<file path="src/rtl/core/dfs_pkg.sv">
// shared types, constants and helpers of the dielectric fresnel sampler
`default_nettype none
package dfs_pkg;

   localparam int DIR_FRAC_BITS_DEF = 14;
   localparam int WIDE_FRAC         = 30;
   localparam int IOR_FRAC          = 14;
   localparam int CSR_IDX_W         = 4;
   localparam int MID_DEPTH         = 2;
   localparam int OUT_DEPTH         = 2;

   localparam logic [CSR_IDX_W-1:0] CSR_INTERIOR = CSR_IDX_W'(0);
   localparam logic [CSR_IDX_W-1:0] CSR_EXTERIOR = CSR_IDX_W'(1);

   localparam logic [15:0] INTERIOR_RST = 16'd24651;
   localparam logic [15:0] EXTERIOR_RST = 16'd16389;
   localparam logic [15:0] ETA_ONE      = 16'd16384;
   localparam logic [19:0] WGT_ONE      = 20'd65536;

   typedef struct packed {
      logic signed [15:0] x;
      logic signed [15:0] y;
      logic signed [15:0] z;
      logic [15:0]        u;
      logic               zero;
      logic               inner;
      logic               same;
      logic [15:0]        e1;
      logic [15:0]        e2;
      logic [15:0]        eta;
      logic [31:0]        etasq;
      logic [19:0]        wgt;
      logic [30:0]        c30;
   } fe_item_type;

   typedef struct packed {
      logic [15:0] dir_out_x;
      logic [15:0] dir_out_y;
      logic [15:0] dir_out_z;
      logic [15:0] eta_ratio;
      logic [19:0] sample_weight;
      logic        refracted;
   } rsp_type;

   // magnitude with a sign applied, saturated to 16 bit two's complement
   function automatic logic [15:0] sat_neg(input logic [31:0] mag, input logic neg);
      logic [15:0] r;
      if (neg) begin
         if (mag > 32'd32768) r = 16'h8000;
         else r = 16'(32'd0 - mag);
      end else begin
         if (mag > 32'd32767) r = 16'h7fff;
         else r = mag[15:0];
      end
      return r;
   endfunction

endpackage
`default_nettype wire

</file>
<file path="src/rtl/core/dfs_front.sv">
// front part: csr file, per-side eta precompute and item classification
`default_nettype none
module dfs_front #(
   parameter int DIR_FRAC_BITS = dfs_pkg::DIR_FRAC_BITS_DEF
) (
   input  wire logic                           clock,
   input  wire logic                           reset,
   input  wire logic signed [15:0]             dir_in_x,
   input  wire logic signed [15:0]             dir_in_y,
   input  wire logic signed [15:0]             dir_in_z,
   input  wire logic [15:0]                    sample_u,
   input  wire logic                           push,
   output logic                                full,
   input  wire logic                           valid,
   output logic                                ready,
   input  wire logic [dfs_pkg::CSR_IDX_W-1:0]  csr_index,
   input  wire logic [15:0]                    csr_data,
   output logic                                mid_push,
   output dfs_pkg::fe_item_type                mid_item,
   input  wire logic                           mid_full
);
   import dfs_pkg::*;

   localparam logic [1:0] ST_IDLE = 2'd0;
   localparam logic [1:0] ST_DIV  = 2'd1;
   localparam logic [1:0] ST_SQ   = 2'd2;
   localparam logic [4:0] DIV_LAST = 5'd30;

   logic [15:0] int_ior_ff, int_ior_in, ext_ior_ff, ext_ior_in;
   logic [1:0]  st_ff, st_in;
   logic        side_ff, side_in;
   logic [4:0]  cnt_ff, cnt_in;
   logic [15:0] rem_ff, rem_in;
   logic [30:0] q_ff, q_in;
   logic [15:0] eta_ff [2];
   logic [15:0] eta_in [2];
   logic [31:0] etasq_ff [2];
   logic [31:0] etasq_in [2];
   logic [19:0] wgt_ff [2];
   logic [19:0] wgt_in [2];

   logic [15:0] e1s, e2s, eta_c;
   logic [30:0] num;
   logic [16:0] rs;
   logic        ge, busy, cfg_wr;
   logic [31:0] esq;
   logic [32:0] wsum;
   logic [19:0] wgt_c;
   logic [16:0] az, cc;
   logic [63:0] c64;
   logic        ins;

   assign busy   = (st_ff != ST_IDLE);
   assign ready  = 1'b1;
   assign cfg_wr = valid && ready;
   assign full   = mid_full || busy;
   assign mid_push = push && !full;

   // serial restoring divide for eta = round(e1 * 2^14 / e2), one side after the other
   always_comb begin
      e1s   = side_ff ? int_ior_ff : ext_ior_ff;
      e2s   = side_ff ? ext_ior_ff : int_ior_ff;
      num   = {1'b0, e1s, 14'b0} + {16'b0, e2s[15:1]};
      rs    = {rem_ff, num[DIV_LAST - cnt_ff]};
      ge    = (rs >= {1'b0, e2s});
      eta_c = ((e2s == '0) || (q_ff > 31'd65535)) ? 16'hffff : q_ff[15:0];
      esq   = {16'b0, eta_c} * {16'b0, eta_c};
      wsum  = {1'b0, esq} + 33'd2048;
      wgt_c = (wsum[32:12] > 21'hfffff) ? 20'hfffff : wsum[31:12];

      int_ior_in = int_ior_ff;
      ext_ior_in = ext_ior_ff;
      st_in      = st_ff;
      side_in    = side_ff;
      cnt_in     = cnt_ff;
      rem_in     = rem_ff;
      q_in       = q_ff;
      eta_in     = eta_ff;
      etasq_in   = etasq_ff;
      wgt_in     = wgt_ff;

      case (st_ff)
         ST_IDLE: begin
         end
         ST_DIV: begin
            rem_in = ge ? 16'(rs - {1'b0, e2s}) : rs[15:0];
            q_in   = {q_ff[29:0], ge};
            cnt_in = cnt_ff + 5'd1;
            if (cnt_ff == DIV_LAST) st_in = ST_SQ;
         end
         ST_SQ: begin
            eta_in[side_ff]   = eta_c;
            etasq_in[side_ff] = esq;
            wgt_in[side_ff]   = wgt_c;
            if (!side_ff) begin
               side_in = 1'b1;
               st_in   = ST_DIV;
               cnt_in  = '0;
               rem_in  = '0;
               q_in    = '0;
            end else begin
               st_in = ST_IDLE;
            end
         end
         default: st_in = ST_IDLE;
      endcase

      if (cfg_wr) begin
         case (csr_index)
            CSR_INTERIOR: int_ior_in = csr_data;
            CSR_EXTERIOR: ext_ior_in = csr_data;
            default: begin
            end
         endcase
         st_in   = ST_DIV;
         side_in = 1'b0;
         cnt_in  = '0;
         rem_in  = '0;
         q_in    = '0;
      end
   end

   always_ff @(posedge clock) begin
      if (reset) begin
         int_ior_ff <= INTERIOR_RST;
         ext_ior_ff <= EXTERIOR_RST;
         st_ff      <= ST_DIV;
         side_ff    <= 1'b0;
         cnt_ff     <= '0;
         rem_ff     <= '0;
         q_ff       <= '0;
      end else begin
         int_ior_ff <= int_ior_in;
         ext_ior_ff <= ext_ior_in;
         st_ff      <= st_in;
         side_ff    <= side_in;
         cnt_ff     <= cnt_in;
         rem_ff     <= rem_in;
         q_ff       <= q_in;
      end
   end

   always_ff @(posedge clock) begin
      eta_ff   <= eta_in;
      etasq_ff <= etasq_in;
      wgt_ff   <= wgt_in;
   end

   // classify the incoming transaction
   always_comb begin
      ins = dir_in_z[15];
      az  = ins ? (17'd0 - {dir_in_z[15], dir_in_z}) : {1'b0, dir_in_z};
      cc  = ({15'b0, az} > (32'd1 << DIR_FRAC_BITS)) ? 17'(32'd1 << DIR_FRAC_BITS) : az;
      c64 = {47'b0, cc} << (WIDE_FRAC - DIR_FRAC_BITS);
      mid_item.x      = dir_in_x;
      mid_item.y      = dir_in_y;
      mid_item.z      = dir_in_z;
      mid_item.u      = sample_u;
      mid_item.zero   = (dir_in_z == '0);
      mid_item.inner  = ins;
      mid_item.same   = (int_ior_ff == ext_ior_ff);
      mid_item.e1     = ins ? int_ior_ff : ext_ior_ff;
      mid_item.e2     = ins ? ext_ior_ff : int_ior_ff;
      mid_item.eta    = eta_ff[ins];
      mid_item.etasq  = etasq_ff[ins];
      mid_item.wgt    = wgt_ff[ins];
      mid_item.c30    = c64[30:0];
   end

`ifndef SYNTHESIS
   a_busy_full: assert property (@(posedge clock) disable iff (reset)
      busy |-> full) else $error("item taken while eta is recomputed");
   a_cfg_restart: assert property (@(posedge clock) disable iff (reset)
      cfg_wr |=> (st_ff == ST_DIV && cnt_ff == '0 && !side_ff))
      else $error("csr write did not restart eta precompute");
`endif
endmodule
`default_nettype wire

</file>
<file path="config.mk">
export PLATFORM = sky130hd
export DESIGN_NAME = dfs_front
export DESIGN_NICKNAME = d
export VERILOG_FILES = /design/src/rtl/core/dfs_pkg.sv /design/src/rtl/core/dfs_front.sv
export SDC_FILE = /design/constraint.sdc
export NUM_CORES = 1
export LEC_CHECK = 0
export ABC_AREA = 0
export BUFFER_PORTS_ARGS = -buffer_cell sky130_fd_sc_hd__buf_2
export CORE_MARGIN = 5
export CORE_UTILIZATION = 25
export DETAILED_ROUTE_END_ITERATION = 8
export SYNTH_ARGS = -nofsm -noshare
export SYNTH_HDL_FRONTEND = slang
export SYNTH_SLANG_ARGS = --single-unit
</file>
<file path="constraint.sdc">
create_clock -name clock -period 10.6 [get_ports clock]
set_input_delay 2.12 -clock clock [delete_from_list [all_inputs] [get_ports clock]]
set_output_delay 2.12 -clock clock [all_outputs]
set_load 0.1 [all_outputs]
</file>
==> qor.txt <==
status: completed
CTS H-Tree Depth: 1
final setup violation count: 0
critical path's slowest cell: or4b_4
I/O pins: 290
fillers: 8135
clock sink total: 219
Worst Max-Slew Pin Slew: 1.13 ns
CP bufs+invs: 6
Final #Nets: 2435
drt via density: 4.50
Syn Inst Count: 1980
Layout area overhead: 13.1%
worst skew pair latency: 0.56 ns
worst hold path class: flip-flop to flip-flop
first-pass GRT wire length: 78.5 mm
number of port buffers: 175
global route overflow: 0
fin crit period: 9.68 ns
static leakage: 9.94 nW
Resized Gates After CTS: 0
vias in the first global route: 14100
Cell Rows: 102
GR Util All Layers: 11.7%
CP arrival: 10.04 ns
GPL Wtd Cong: 0.868
largest net degree at the start of global routing: 73
TritonRoute pass-1 iters: 5
Post-DRT Antenna Nets: 0
Pint: 0.00154 W
number of buffers created by CTS: 27
startpoint types: flip-flop
wirelength, routed: 49.2 mm
number of synthesized flops with an enable pin: 132
top layer reached by signal wires: met4
slowest stage delay, CP: 0.68 ns
setup TNS: 0 ns
initial antenna violation count: 0
sw frac: 26.7%
CP most frequent cell: fa_1
Starting Density: 25.1%
Clock Skew: 0.0210 ns
total number of vias: 14100
layout cell share with drive strength beyond 1: 19.5%
Max Slew Vio Count: 0
critical path peak fanout: 37
Finished Core Util: 28.4%
sequential share of the synthesized area: 29.5%
Worst path top cell family by delay: adder cells
met3 wire length: 3.13 mm
Iter 0 DRT Violations: 847
Crit Path Class: flip-flop to flip-flop
RSZ-0062 raised after global routing: false
HPWL Detailed: 37.6 mm
CTS tree: yes
ys flop type: edfxtp_1
Synth Register Bits: 219
Final period util: 91.3%
Post-Syn Area: 19400 um^2
height of the die: 288 um
endpoint class of the critical path: flip-flop
Async SR Flop Fraction: 0%
Gate power share: 10.5%
worst vdd ir: 106 uV
drt wl/cell: 15.7 um
Hold Vio Cnt, Final: 0
postcts setup bufs: 0
Max Freq: 103 MHz
number of remaining DRC errors: 0
hold_buf cts: 0
core area: 77100 um^2
antenna cells: 0
register share of total power: 42.8%
root buf cell: clkbuf_16
chip width: 288 um
Distinct cells, synth: 83
Avg Inst Size Synth: 9.78 um^2
Max clock buf depth: 3
Worst R2R Setup Slack: 0.92 ns
Max Cap Viol: 0
Reg clk slew, reported paths: 0.06 ns
CP Data Required Time: 10.96 ns
die area: 83100 um^2
Rel. slew slack: 24.5%
WL met1: 21.3 mm
clock power share: 46.7%
met2 WL: 23.9 mm
sw power: 0.000561 W
Yosys Warn Count: 0
power per cell area: 96.0 nW/um^2
-- cell usage after synthesis, drive strengths merged (3+ instances only) --
master   number  share of area, %
o31ai         8              0.31
xor2         41               1.9
nand4        19              0.65
and2         10              0.34
nor3b         6              0.23
nor3         21              0.59
buf          98               3.7
a211oi       10              0.44
o211a         3              0.16
o21bai        7              0.27
mux2        105               6.1
a221oi        5              0.26
o21a          4              0.16
mux2i        46               2.4
a31oi         9              0.29
nand2b        9              0.29
nand3        31              0.80
and3         11              0.36
a21o         23              0.89
a21oi        73               1.9
ha          117               7.6
xnor2        61               2.8
or3           9              0.29
o2111ai       3              0.14
dfxtp        87               9.0
fa          164                17
or2           8              0.26
a31o          3              0.14
inv         258               5.0
nand2       220               4.3
nand3b       18              0.70
a22o         33               1.5
mux4          5              0.58
nor2        123               2.4
nor4b         3              0.14
o211ai        8              0.36
clkinv        7              0.14
edfxtp      132                20
nor2b         6              0.19
o21ai        51               1.3
clkbuf       77               1.5
a2111oi       5              0.42
nor4         11              0.36
-- routing by layer --
metal | vias up | GRT usage (%)
met5 | - | 0
met4 | 0 | 2.42
met3 | 58 | 2.27
met2 | 342 | 19.8
met1 | 6936 | 15.5
li1 | 6732 | -
-- state kept, by name, summed over array words and instances (netlist names) --
name        cells
cnt_ff          5
side_ff         1
ext_ior_ff     16
wgt_ff         40
q_ff           31
eta_ff         32
int_ior_ff     16
st_ff           2
rem_ff         16
etasq_ff       60
-- power by group through the flow --
stage / logic (W) / registers (W) / clock network, W
2_1_floorplan: 0.000276 / 0.000915 / 0
4_1_cts: 0.000223 / 0.000899 / 0.00101
6_report: 0.000222 / 0.000899 / 0.000981
3_5_place_dp: 0.000222 / 0.000917 / 0
3_3_place_gp: 0.000222 / 0.000917 / 0
5_1_grt: 0.000233 / 0.000899 / 0.00104
-- layout by cell type, fill, tap and decap left out, types with 33 or more instances in the layout --
master    Yosys  layout
xnor2_1      61      61
mux2i_1      46      46
xor2_1       41      41
dfxtp_1      87      86
a22o_1       33      33
edfxtp_1    132     132
mux2_2      105     105
ha_1        117     117
o21ai_0      49      49
buf_4        84      39
inv_1       257     257
fa_1        164     164
a21oi_1      70      70
nor2_1      123     122
nand2_1     218     218
buf_2         9     174
-- kinds of logic after synthesis --
logic type	count (synthesis)	synth area share, %
multiplexers	156	9.07
flip-flops	219	29.5
adder cells (fa/ha/maj)	281	24.5
other	2	0.0388
buffers and inverters	440	10.3
AND/OR/NAND/NOR	514	12.3
XOR/XNOR	102	4.61
AO/OA/AOI/OAI	266	9.71
-- worst paths after layout --
path,startpoint,to,depth (start not counted)
setup / recovery,side_ff,wgt_ff[24],29
hold / removal,q_ff[30],q_ff[30],1
setup reg to reg,side_ff,wgt_ff[24],29
hold reg to reg,q_ff[30],q_ff[30],1
-- layout make-up --
class	instances	area (um^2)	area share (%)
Sequential cell	219	5710	26.1
Timing Repair Buffer	213	1160	5.31
Clock inverter	15	201	0.920
Clock buffer	33	749	3.42
Multi-Input combinational cell	1339	11800	53.8
Inverter	265	998	4.56
Tap cell	1040	1300	5.94
-- metrics by stage --
| step | hold slack, ns | setup slack, ns | instances | total power [W] | cell area (um^2) |
|---|---|---|---|---|---|
| after floorplan | 0.443 | 1.65 | 1998 | 0.00119 | 19400 |
| after global routing | 0.515 | 0.270 | 3124 | 0.00217 | 21900 |
| final | 0.475 | 0.919 | 3124 | 0.00210 | 21900 |
| after global placement | 0.466 | 0.437 | 3076 | 0.00114 | 20900 |
| after detailed placement | 0.461 | 0.264 | 3076 | 0.00114 | 20900 |
| after CTS | 0.481 | 0.246 | 3124 | 0.00213 | 21900 |
-- worst register-to-register path, delay by kind of cell (launching register included) --
family                     cells  cell delay [ns]
xor gates and xnor gates       1             0.50
DFF                            1             0.65
AOI/OAI and AO/OA              8             1.69
muxes                          1             0.48
buffers and inverters          6             0.76
adders and majority gates      7             3.35
and+or+nand+nor                6             2.06
Power figures use the tool's default switching activity.
