File: config.mk
export PLATFORM = sky130hd
export DESIGN_NAME = dfs_fifo
export DESIGN_NICKNAME = d
export VERILOG_FILES = /design/src/rtl/core/dfs_fifo.sv
export SDC_FILE = /design/constraint.sdc
export NUM_CORES = 1
export LEC_CHECK = 0
export BUFFER_PORTS_ARGS = -buffer_cell sky130_fd_sc_hd__buf_2
export CAP_MARGIN = 5
export CORE_MARGIN = 1.5
export CORE_UTILIZATION = 44
export DETAILED_ROUTE_END_ITERATION = 8
export PLACE_DENSITY = 0.73
export SYNTH_ARGS = -nofsm -noshare
export SYNTH_HDL_FRONTEND = slang
export SYNTH_SLANG_ARGS = --single-unit
File: constraint.sdc
create_clock -name clock -period 1.55 [get_ports clock]
set_input_delay 0.465 -clock clock [delete_from_list [all_inputs] [get_ports clock]]
set_output_delay 0.465 -clock clock [all_outputs]
set_load 0.01 [all_outputs]
File: src/rtl/core/dfs_fifo.sv
// small register queue between pipeline parts
`default_nettype none
module dfs_fifo #(
   parameter int WIDTH = 8,
   parameter int DEPTH = 2
) (
   input  wire logic             clock,
   input  wire logic             reset,
   input  wire logic             push,
   input  wire logic [WIDTH-1:0] wdata,
   output logic                  full,
   input  wire logic             pop,
   output logic [WIDTH-1:0]      rdata,
   output logic                  empty
);
   localparam int AW = (DEPTH > 1) ? $clog2(DEPTH) : 1;
   localparam int CW = $clog2(DEPTH + 1);

   logic [WIDTH-1:0] mem_ff [DEPTH];
   logic [AW-1:0]    wr_ff, wr_in, rd_ff, rd_in;
   logic [CW-1:0]    cnt_ff, cnt_in;
   logic             do_push, do_pop;

   assign full    = (cnt_ff == CW'(DEPTH));
   assign empty   = (cnt_ff == '0);
   assign do_push = push && !full;
   assign do_pop  = pop && !empty;
   assign rdata   = mem_ff[rd_ff];

   always_comb begin
      wr_in  = wr_ff;
      rd_in  = rd_ff;
      cnt_in = cnt_ff;
      if (do_push) wr_in = (wr_ff == AW'(DEPTH - 1)) ? '0 : wr_ff + AW'(1);
      if (do_pop) rd_in = (rd_ff == AW'(DEPTH - 1)) ? '0 : rd_ff + AW'(1);
      if (do_push && !do_pop) cnt_in = cnt_ff + CW'(1);
      else if (do_pop && !do_push) cnt_in = cnt_ff - CW'(1);
   end

   always_ff @(posedge clock) begin
      if (reset) begin
         wr_ff  <= '0;
         rd_ff  <= '0;
         cnt_ff <= '0;
      end else begin
         wr_ff  <= wr_in;
         rd_ff  <= rd_in;
         cnt_ff <= cnt_in;
      end
   end

   always_ff @(posedge clock) begin
      if (do_push) mem_ff[wr_ff] <= wdata;
   end

`ifndef SYNTHESIS
   a_cnt_range: assert property (@(posedge clock) disable iff (reset)
      cnt_ff <= CW'(DEPTH)) else $error("queue count beyond depth");
   a_push_count: assert property (@(posedge clock) disable iff (reset)
      (do_push && !do_pop) |=> (cnt_ff == $past(cnt_ff) + CW'(1)))
      else $error("queue count missed a push");
   a_ptr_match: assert property (@(posedge clock) disable iff (reset)
      empty |-> (wr_ff == rd_ff)) else $error("empty queue with pointers apart");
`endif
endmodule
`default_nettype wire

==> impl_results.md, run 1 <==
- Fraction of layout instances using a drive strength above 1: a little over half
- Main synth FF type: sky130_fd_sc_hd__edfxtp_1
- Unrepaired setup endpoints after global routing: true
- Die extent in x: roughly 45 um
- Worst relative slew slack: 74.3%
- Setup Viol. Count Final: 8
- Pin count of the biggest net entering global routing: 12
- Final Wtd Congestion: approximately 0.62
- Proportion of synthesized flip-flops having asynchronous set or reset: 0%
- Area used by multi-input combinational logic: between 200 and 250 um2
- Post-synthesis sequential area ratio: 73.2%
- Core Footprint: ~1700 um2
- Post-route clock skew: 0.00242 ns
- Worst min-delay path category: in -> reg
- HPWL Detailed: between 800 and 900 um
- Max Cap Violations: 0
- Die area: 2070 um2
- YS warnings: 0
- Fill count: between 100 and 150
- Cell area power density: roughly 1600 nW/um2
- Setup Total Neg Slack: -0.930 ns
- Height of the die: about 45 um
- Violations in the final reports: setup timing
- Vias after detailed routing: 486
- Drt drc: 0
- Ranking of synthesized cells by instance count: 16 x sky130_fd_sc_hd__edfxtp_1, 8 x sky130_fd_sc_hd__mux2_2, 5 x sky130_fd_sc_hd__dfxtp_1, 5 x sky130_fd_sc_hd__nor2_1
- Total of flip-flops plus latches after synthesis: 21
- Initial antenna violation count: 0
- Gr busiest metal: met2
- Count of H-tree levels built during CTS: 1
- Summed instance area of the synthesized netlist: slightly below 800 um2
- Depth of the most critical reg-to-reg path: 5
- M2 GR Usage: 23.9%
- Worst IR drop on VDD: just under 0.9 mV
- Met3 Use GR: under 10%
- CP max FO: 8
- Mean instance size in the synthesized netlist: between 15 and 20 um2
- DR vias/cell: around 4.6
- I/O pin count: 22
- Remaining number of nets flagged by the antenna check after routing: 0
- Cell with the most instances after synthesis: sky130_fd_sc_hd__edfxtp_1
- Final max-slew violation count: 0
- Global-route met1 utilization: between 10 and 15%
- Number of cell rows: 15
- Tot GR Track Use: between 10% and 20%
- Max Freq: ~0.60 GHz
- Nature of the critical path endpoint: output pin
- Post-synth top area share: between 60% and 70%
- Synthesized instance count: 50
- Final layout net count: between 90 and 100
- Routed wirelength normalized by instance count: between 10 and 15 um
- Final cell utilization of the core: 64.0%
- Clock Pin Slew Worst Setup and Hold Paths: 0.11 ns
- Root Buffer: sky130_fd_sc_hd__clkbuf_4
- Number of sinks driven by the clock tree: 21
- Worst-Skew Late Latency: 0.28 ns
- Post-route clock period utilization: 108%
- Number of unique standard cell types used by synthesis: 13
- Synthesized Nets: 63
- Count of input and output buffers: 21
- Internal reg-to-reg setup slack: 0.09 ns
- Total congestion overflow: 0
- Number of standard cells in the final layout excluding fillers: about 110
- Data required time of the worst path: roughly 1.1 ns
- FF+latch area: 584 um2
- Drt first pass iters: 3
- Static Leakage: ~0.46 nW
- Worst Slack Setup Final: -0.122 ns
- Count of flip-flops with a built-in enable after synthesis: 16
- Transition time at the pin with the least slew margin: ~0.39 ns
- Clock tree from TritonCTS: done
- Outcome: finished, violations left
- Area contributors post-synth: sky130_fd_sc_hd__edfxtp_1 61%, sky130_fd_sc_hd__dfxtp_1 13%, sky130_fd_sc_hd__mux2_2 11%, sky130_fd_sc_hd__xor2_1 3.3%, sky130_fd_sc_hd__nor2_1 2.4%
- Number of global-route vias before repair: ~460
- Cell depth of the worst hold path: 1
- Min Clock Period, post-route: roughly 1.7 ns
- DRT Wirelength: between 1 and 1.5 mm
- Startpoint-to-endpoint class of the critical path: reg -> out
- Global-route wire length before repair: around 1.9 mm
- Total CTS buffers: 3
- Layout area overhead: 37.7%
- Leading area contributor after synthesis: sky130_fd_sc_hd__edfxtp_1
- Post-placement setup slack: 0.00191 ns
- Total power: between 1.5 and 2 mW
- Number of buffers on the longest clock path: 2
- Startpoint type of the worst setup path: register
- Number of cells after detailed placement: 100
- Worst EP arrival: 1.21 ns
- Initial core utilization: between 40 and 50%
- Final number of hold-violating endpoints: 0
- Violation count after the first detailed-route iteration: 10
- Antenna diode count: 0
-- cells in the final DEF, fill, tap and decap left out --
cell,Yosys,layout
sky130_fd_sc_hd__or3_1,2,2
sky130_fd_sc_hd__edfxtp_1,16,16
sky130_fd_sc_hd__o21ai_0,3,2
sky130_fd_sc_hd__nor2_1,5,5
sky130_fd_sc_hd__a21oi_1,2,2
sky130_fd_sc_hd__clkbuf_4,0,3
sky130_fd_sc_hd__and2_1,1,1
sky130_fd_sc_hd__inv_1,2,2
sky130_fd_sc_hd__ha_1,1,1
sky130_fd_sc_hd__dfxtp_1,5,2
sky130_fd_sc_hd__clkbuf_1,0,1
sky130_fd_sc_hd__buf_2,1,13
sky130_fd_sc_hd__buf_4,0,5
sky130_fd_sc_hd__xor2_1,3,3
sky130_fd_sc_hd__nor2b_4,0,1
sky130_fd_sc_hd__buf_6,0,8
sky130_fd_sc_hd__dfxtp_2,0,3
sky130_fd_sc_hd__mux2_4,0,8
sky130_fd_sc_hd__buf_8,0,1
sky130_fd_sc_hd__o21ai_1,0,1
-- layer usage --
layer	share of wire, %	vias up	wire, um
met2	56	12	735
met5	0	-	0
met1	41	233	535
met3	3.4	0	45
met4	0	0	0
li1	-	241	-
-- sequential cells by signal, summed over array words and instances, names as in the netlist, named ones only --
register  count
cnt_ff        2
mem_ff       16
rd_ff         1
wr_ff         1
-- per-stage QoR --
| step | hold slack, ns | area, um2 |
|---|---|---|
| 3_3_place_gp | 0.474 | 962 |
| 4_1_cts | 0.352 | 1080 |
| 5_1_grt | 0.341 | 1090 |
| 6_report | 0.363 | 1090 |
| 2_1_floorplan | 0.452 | 793 |
| 3_5_place_dp | 0.478 | 962 |
-- repair_timing --
| action | in CTS | in global routing |
|---|---|---|
| resized for setup | 19 | 4 |
| hold buffers | 0 | 0 |
| endpoints found under the setup margin | 8 | 10 |
| setup buffers | 0 | 1 |
-- final timing paths --
check / from / endpoint
worst max-delay path: register / rdata[0]
worst max register to register: cnt_ff[1] / cnt_ff[1]
worst min-delay path: wdata[6] / mem_ff[1][6]
worst min register to register: wr_ff / wr_ff
-- power by group --
| group | leakage [nW] | switching (mW) | internal [mW] |
|---|---|---|---|
| sequential | 0.192 | 0.0610 | 0.726 |
| clock | 0.0150 | 0.145 | 0.0998 |
| combinational | 0.250 | 0.295 | 0.427 |
| total | 0.457 | 0.501 | 1.25 |
-- layout make-up --
class	instances	area share [%]
inverters	2	0.687
multi-input cells	26	21.5
well taps	25	2.86
flip-flops and latches	21	53.5
repair buffers	27	19.0
clock buffers	4	2.41
-- kinds of logic (layout without fill, tap and decap cells) --
logic type / after synthesis / count (layout) / synth area share [%]
flip-flops: 21 / 21 / 73.2
AND/OR/NAND/NOR: 9 / 9 / 5.84
multiplexers: 8 / 8 / 11.4
AO/OA/AOI/OAI: 5 / 5 / 3.15
XOR/XNOR: 3 / 3 / 3.31
buffers and inverters: 3 / 33 / 1.58
adder cells (fa/ha/maj): 1 / 1 / 1.58
-- critical path, cell delays in order (launching register included) --
cell                      delay (ns)
sky130_fd_sc_hd__dfxtp_2        0.35
sky130_fd_sc_hd__buf_8          0.14
sky130_fd_sc_hd__mux2_4         0.31
sky130_fd_sc_hd__buf_6          0.12
Note: power is estimated with default switching activity, not from simulation.
==> run 2, diff against run 1 <==
Settings changed: ABC_AREA from default to 1, HOLD_SLACK_MARGIN from default to 0.1, PLACE_DENSITY 0.73 to 0.72.
==> impl_results.md, run 2 <==
- Min Clock Period, post-route: 1.67 ns (-0.00587 ns)
- Number of global-route vias before repair: 482 (+4.1%)
- Biggest regs: mem_ff: 16 flops, cnt_ff: 2 flops
- Total CTS buffers: 3 (unchanged)
- Antenna diode count: 0 (unchanged)
- Number of cells after detailed placement: 110 (+10%)
- Critical path, cell by cell: mux2_4 > buf_6
- Worst-Skew Late Latency: 0.30 ns (+0.02 ns)
- Global-route wire length before repair: 2.04 mm (+8.4%)
- Post-synthesis sequential area ratio: 70.1% (-3.1 points)
- DRT Wirelength: 1.35 mm (+2.4%)
- YS warnings: 0 (unchanged)
- Violation count after the first detailed-route iteration: 6 (-4)
- Clock tree from TritonCTS: done
- Met3 Use GR: 3.92% (+0.35 points)
- Commonest non-fill, non-tap cell in the layout: sky130_fd_sc_hd__edfxtp_1
- Cell area power density: 1530 nW/um2 (-5.0%)
- Number of sinks driven by the clock tree: 21 (unchanged)
- Number of standard cells in the final layout excluding fillers: 114 (+8.6%)
- Routed wirelength normalized by instance count: 11.8 um (-5.7%)
- Initial antenna violation count: 0 (unchanged)
- Max Freq: 0.600 GHz (+0.35%)
- Outcome: finished, violations left
- HPWL Detailed: 921 um (+5.1%)
- M2 GR Usage: 22.5% (-1.4 points)
- Cell with the most instances after synthesis: sky130_fd_sc_hd__edfxtp_1
- Fraction of layout instances using a drive strength above 1: 49.4% (-3.1 points)
- I/O pin count: 22 (unchanged)
- Startpoint-to-endpoint class of the critical path: reg -> out
- Number of buffers on the longest clock path: 2 (unchanged)
- Static Leakage: 0.471 nW (+3.0%)
- Final Wtd Congestion: 0.696 (+13%)
- Post-synth top area share: 58.0% (-2.6 points)
- Post-route clock skew: 0.0110 ns (+0.00858 ns)
- Pin count of the biggest net entering global routing: 13 (+1)
- Mean instance size in the synthesized netlist: 13.4 um2 (-16%)
- Max FFs per register: 16 (unchanged)
- CP max FO: 8 (unchanged)
- Max Cap Violations: 0 (unchanged)
- Synthesized Nets: 75 (+19%)
- Nature of the critical path endpoint: output pin
- Drt drc: 0 (unchanged)
- Buffers & Inverters on Critical Path: 1 (-1)
- Unrepaired setup endpoints after global routing: true
- Worst min-delay path category: in -> reg
- Post-placement setup slack: 0.0524 ns (+0.0505 ns)
- Max stage delay cell, worst path: sky130_fd_sc_hd__dfxtp_4
- Die area: 2150 um2 (+4.1%)
- Register name with the most flops: mem_ff
- Number of unique standard cell types used by synthesis: 16 (+3)
- R2R Path Start: cnt_ff[1]
- Worst IR drop on VDD: 0.779 mV (-12%)
- Initial core utilization: 47.5% (+1.0 points)
- Tot GR Track Use: 14.7% (+1.4 points)
- Remaining number of nets flagged by the antenna check after routing: 0 (unchanged)
- Final layout net count: 103 (+9.6%)
- Transition time at the pin with the least slew margin: 0.184 ns (-0.202 ns)
- Leading area contributor after synthesis: sky130_fd_sc_hd__edfxtp_1
- Count of input and output buffers: 21 (unchanged)
- Highest-count cells in the layout ignoring fill and taps: 16 x sky130_fd_sc_hd__edfxtp_1, 13 x sky130_fd_sc_hd__buf_2, 9 x sky130_fd_sc_hd__nor2_1, 8 x sky130_fd_sc_hd__mux2_4, 8 x sky130_fd_sc_hd__buf_6
- Area contributors post-synth: sky130_fd_sc_hd__edfxtp_1 58%, sky130_fd_sc_hd__dfxtp_1 12%, sky130_fd_sc_hd__mux2_2 11%, sky130_fd_sc_hd__nor2_1 4.1%, sky130_fd_sc_hd__inv_1 3.2%
- Drt first pass iters: 4 (+1)
- Post-route clock period utilization: 107% (-0.38 points)
- Die extent in x: 46.4 um (+2.0%)
- DR vias/cell: 4.66 (+0.63%)
- Count of flip-flops with a built-in enable after synthesis: 16 (unchanged)
- Number of cell rows: 15 (unchanged)
- Family with the most delay on the worst path: flip-flops
- Main synth FF type: sky130_fd_sc_hd__edfxtp_1
- Summed instance area of the synthesized netlist: 828 um2 (+4.4%)
- Count of H-tree levels built during CTS: 1 (unchanged)
- Final number of hold-violating endpoints: 0 (unchanged)
- Gr busiest metal: met2
- Total power: 1.67 mW (-4.6%)
- Root Buffer: sky130_fd_sc_hd__clkbuf_4
- Startpoint type of the worst setup path: register
- Layout area overhead: 32.3%
- Vias after detailed routing: 531 (+9.3%)
- Global-route met1 utilization: 17.8% (+3.1 points)
- Finished layout cell area: 1100 um2 (+0.34%)
- Synthesized instance count: 62 (+24%)
- Final max-slew violation count: 0 (unchanged)
- Worst Slack Setup Final: -0.116 ns (+0.00587 ns)
- Total of flip-flops plus latches after synthesis: 21 (unchanged)
- Startpoint of the most critical hold path: wdata[6]
- Setup Total Neg Slack: -0.914 ns (+0.0152 ns)
- Crit-path max cell delay: 0.45 ns (+0.10 ns)
- Worst EP arrival: 1.20 ns (about the same)
- Violations in the final reports: setup timing
- Ranking of synthesized cells by instance count: 16 x sky130_fd_sc_hd__edfxtp_1, 9 x sky130_fd_sc_hd__nor2_1, 8 x sky130_fd_sc_hd__mux2_2
- Clock Pin Slew Worst Setup and Hold Paths: 0.12 ns (about the same)
- Worst relative slew slack: 87.7% (+13 points)
- Proportion of synthesized flip-flops having asynchronous set or reset: 0% (unchanged)
- Data required time of the worst path: 1.08 ns (about the same)
- Total congestion overflow: 0 (unchanged)
- Core Footprint: 1750 um2 (+2.2%)
- Setup Viol. Count Final: 8 (unchanged)
- Area of placed instances: 982 um2 (+2.1%)
- Height of the die: 46.4 um (+2.0%)
[run 2: timing repair]
item                                    CTS  global route
hold buffers                              0             0
gates resized for setup                  18             2
setup buffers                             0             0
endpoints found under the setup margin    8            12
[run 2: cells by family after synthesis]
| family | after synthesis | synth area share (%) |
|---|---|---|
| AOI/OAI and AO/OA | 6 | 4.53 |
| adders and majority gates | 1 | 1.51 |
| buffers and inverters | 10 | 4.68 |
| DFF | 21 | 70.1 |
| muxes | 8 | 10.9 |
| and+or+nand+nor | 16 | 8.31 |
[run 2: final timing paths]
check / cells after the start / slack (ns) / to
setup / recovery: 2 / -0.12 / rdata[3]
hold / removal: 1 / 0.34 / mem_ff[1][6]
setup reg to reg: 9 / 0.18 / cnt_ff[1]
hold reg to reg: 2 / 0.53 / wr_ff
[run 2: final cells by class]
type / count / area, um2
fill: 144 / 649
sequential: 21 / 587
multi-input combinational: 31 / 239
timing repair buffer: 24 / 178
inverter: 9 / 33.8
tap: 25 / 31.3
clock buffer: 3 / 22.5
clock inverter: 1 / 5.00
[run 2: through the flow]
stage                     hold slack (ns)  utilization, %
after floorplan                     0.474               -
after detailed placement            0.509            56.3
after global placement              0.490            56.3
after CTS                           0.338            62.7
final                               0.344            62.8
after global routing                0.329            62.8
[run 2: routing by layer]
| layer | up-vias | share of wire (%) |
|---|---|---|
| met5 | - | 0 |
| met1 | 241 | 44 |
| met2 | 16 | 48 |
| met3 | 4 | 4.9 |
| met4 | 0 | 2.5 |
| li1 | 270 | - |
[run 2: worst reg2reg max path: stages (launching register included)]
cell	delay, ns
sky130_fd_sc_hd__dfxtp_2	0.37
sky130_fd_sc_hd__inv_1	0.07
sky130_fd_sc_hd__o21ai_2	0.18
sky130_fd_sc_hd__inv_2	0.05
sky130_fd_sc_hd__ha_1	0.27
sky130_fd_sc_hd__inv_1	0.11
sky130_fd_sc_hd__nand3_1	0.09
sky130_fd_sc_hd__nand2_1	0.06
sky130_fd_sc_hd__inv_1	0.03
sky130_fd_sc_hd__nor2_1	0.08
[run 2: report_power, final]
| group | switching (mW) | internal (mW) | leakage (nW) | total (mW) |
|---|---|---|---|---|
| clock network | 0.160 | 0.0962 | 0.0177 | 0.256 |
| registers | 0.0902 | 0.728 | 0.192 | 0.819 |
| logic | 0.266 | 0.332 | 0.261 | 0.597 |
==> run 3, diff against run 2 <==
Settings changed: ABC_AREA 1 to default, CAP_MARGIN 5 to default, PLACE_DENSITY 0.72 to 0.73, SKIP_CTS_REPAIR_TIMING from default to 1.
==> impl_results.md, run 3 (synthesis gave the netlist of run 1 again) <==
- Highest-count cells in the layout ignoring fill and taps: 16 x sky130_fd_sc_hd__edfxtp_1, 13 x sky130_fd_sc_hd__buf_2, 8 x sky130_fd_sc_hd__mux2_4, 8 x sky130_fd_sc_hd__buf_6
- Total power: 1.75 mW (+4.9%)
- Transition time at the pin with the least slew margin: 0.385 ns (+0.202 ns)
- Clock tree from TritonCTS: done
- Post-route clock period utilization: 108% (+0.38 points)
- Min Clock Period, post-route: 1.67 ns (+0.00587 ns)
- Startpoint of the most critical hold path: wdata[6]
- Crit-path max cell delay: 0.35 ns (-0.10 ns)
- Tightest hold margin: 0.363 ns (+0.0189 ns)
- Worst relative slew slack: 74.3% (-13 points)
- Cell area power density: 1610 nW/um2 (+5.2%)
- Total congestion overflow: 0 (unchanged)
- Worst min-delay path category: in -> reg
- Register name with the most flops: mem_ff
- I/O pin count: 22 (unchanged)
- Max FFs per register: 16 (unchanged)
- Global-route wire length before repair: 1.67 mm (-18%)
- Antenna diode count: 0 (unchanged)
- Height of the die: 45.5 um (-2.0%)
- Routed wirelength normalized by instance count: 12.5 um (+6.1%)
- Remaining number of nets flagged by the antenna check after routing: 0 (unchanged)
- Startpoint type of the worst setup path: register
- Biggest regs: mem_ff: 16 flops, cnt_ff: 2 flops
- Worst IR drop on VDD: 0.880 mV (+13%)
- Number of global-route vias before repair: 436 (-9.5%)
- CP max FO: 8 (unchanged)
- Post-route clock skew: 0.00242 ns (-0.00858 ns)
- Tot GR Track Use: 11.8% (-2.9 points)
- Fraction of layout instances using a drive strength above 1: 52.5% (+3.1 points)
- Total CTS buffers: 3 (unchanged)
- Root Buffer: sky130_fd_sc_hd__clkbuf_4
- HPWL Detailed: 877 um (-4.9%)
- Nature of the critical path endpoint: output pin
- Internal reg-to-reg setup slack: 0.09 ns (-0.09 ns)
- Core Footprint: 1710 um2 (-2.2%)
- Count of input and output buffers: 21 (unchanged)
- Final layout net count: 94 (-8.7%)
- Startpoint-to-endpoint class of the critical path: reg -> out
- Worst Slack Setup Final: -0.122 ns (-0.00587 ns)
- Final max-slew violation count: 0 (unchanged)
- Static Leakage: 0.457 nW (-2.9%)
- Critical path, cell by cell: buf_8 > mux2_4 > buf_6
- Number of standard cells in the final layout excluding fillers: 105 (-7.9%)
- DRT Wirelength: 1.32 mm (-2.3%)
- Outcome: finished, violations left
- Initial core utilization: 46.4% (-1.0 points)
- Number of cell rows: 15 (unchanged)
- Fill count: 140 (-2.8%)
- Worst-Skew Late Latency: 0.28 ns (-0.02 ns)
- Data required time of the worst path: 1.08 ns (about the same)
- Final Wtd Congestion: 0.618 (-11%)
- Clock Pin Slew Worst Setup and Hold Paths: 0.11 ns (about the same)
- Drt first pass iters: 3 (-1)
- Final number of hold-violating endpoints: 0 (unchanged)
- Number of buffers on the longest clock path: 2 (unchanged)
- Violations in the final reports: setup timing
- Worst EP arrival: 1.21 ns (about the same)
- Unrepaired setup endpoints after global routing: true
- Commonest non-fill, non-tap cell in the layout: sky130_fd_sc_hd__edfxtp_1
- Max Freq: 0.598 GHz (-0.35%)
- Max stage delay cell, worst path: sky130_fd_sc_hd__dfxtp_2
- R2R Path Start: cnt_ff[1]
- Die extent in x: 45.5 um (-2.0%)
- Violation count after the first detailed-route iteration: 10 (+4)
- Count of H-tree levels built during CTS: 1 (unchanged)
- Layout area overhead: 37.7%
- Number of cells after detailed placement: 100 (-9.1%)
- DR vias/cell: 4.63 (-0.63%)
- Vias after detailed routing: 486 (-8.5%)
- Setup Viol. Count Final: 8 (unchanged)
- Number of sinks driven by the clock tree: 21 (unchanged)
- Max Cap Violations: 0 (unchanged)
- Initial antenna violation count: 0 (unchanged)
- Die area: 2070 um2 (-3.9%)
- Drt drc: 0 (unchanged)
- Pin count of the biggest net entering global routing: 12 (-1)
[run 3: cell types whose count changed in the layout (fill, tap and decap cells not counted), moves of 2 or more]
cell	delta
sky130_fd_sc_hd__inv_1	-5
sky130_fd_sc_hd__o21ai_2	-2
sky130_fd_sc_hd__inv_2	-2
sky130_fd_sc_hd__nor2_1	-4
sky130_fd_sc_hd__xor2_1	+3
sky130_fd_sc_hd__buf_4	+2
sky130_fd_sc_hd__or3_1	+2
sky130_fd_sc_hd__nand2_1	-4
[run 3: final cells by class]
cell class              count  area [um2]  share of cell area, %
flip-flops and latches     21         584                   53.5
inverters                   2        7.51                  0.687
well taps                  25        31.3                   2.86
multi-input cells          26         235                   21.5
clock buffers               4        26.3                   2.41
repair buffers             27         208                   19.0
[run 3: stage by stage]
stage	setup TNS, ns	worst slack (ns)	util, %	cell area (um2)
finish	-0.930	-0.122	64.0	1090
global placement	0	0.0214	56.3	962
floorplan	0	0.0581	-	793
global route	-1.44	-0.184	64.0	1090
CTS	-1.41	-0.184	57.9	988
detailed placement	0	0.00191	56.3	962
[run 3: worst max-delay path, delay by kind of cell (launching register included)]
kind,cells,cell delay (ns)
mux,1,0.31
flops,1,0.35
buf+inv,2,0.26
[run 3: path summary, 6_finish.rpt]
| path | to | depth (start not counted) |
|---|---|---|
| max | rdata[0] | 3 |
| min | mem_ff[1][6] | 1 |
| max reg2reg | cnt_ff[1] | 5 |
| min reg2reg | wr_ff | 2 |
[run 3: metal layers]
layer  track usage (%)  share of wire (%)  routed length [um]
met5                 0                  0                   0
met1              11.7                 41                 535
met3              3.57                3.4                  45
met2              22.0                 56                 736
met4              5.29                  0                   0
[run 3: power breakdown]
part           internal (mW)  leakage, nW  switching, mW
registers              0.726        0.192         0.0611
logic                  0.427        0.250          0.295
clock network         0.0998       0.0150          0.145
total                   1.25        0.457          0.501
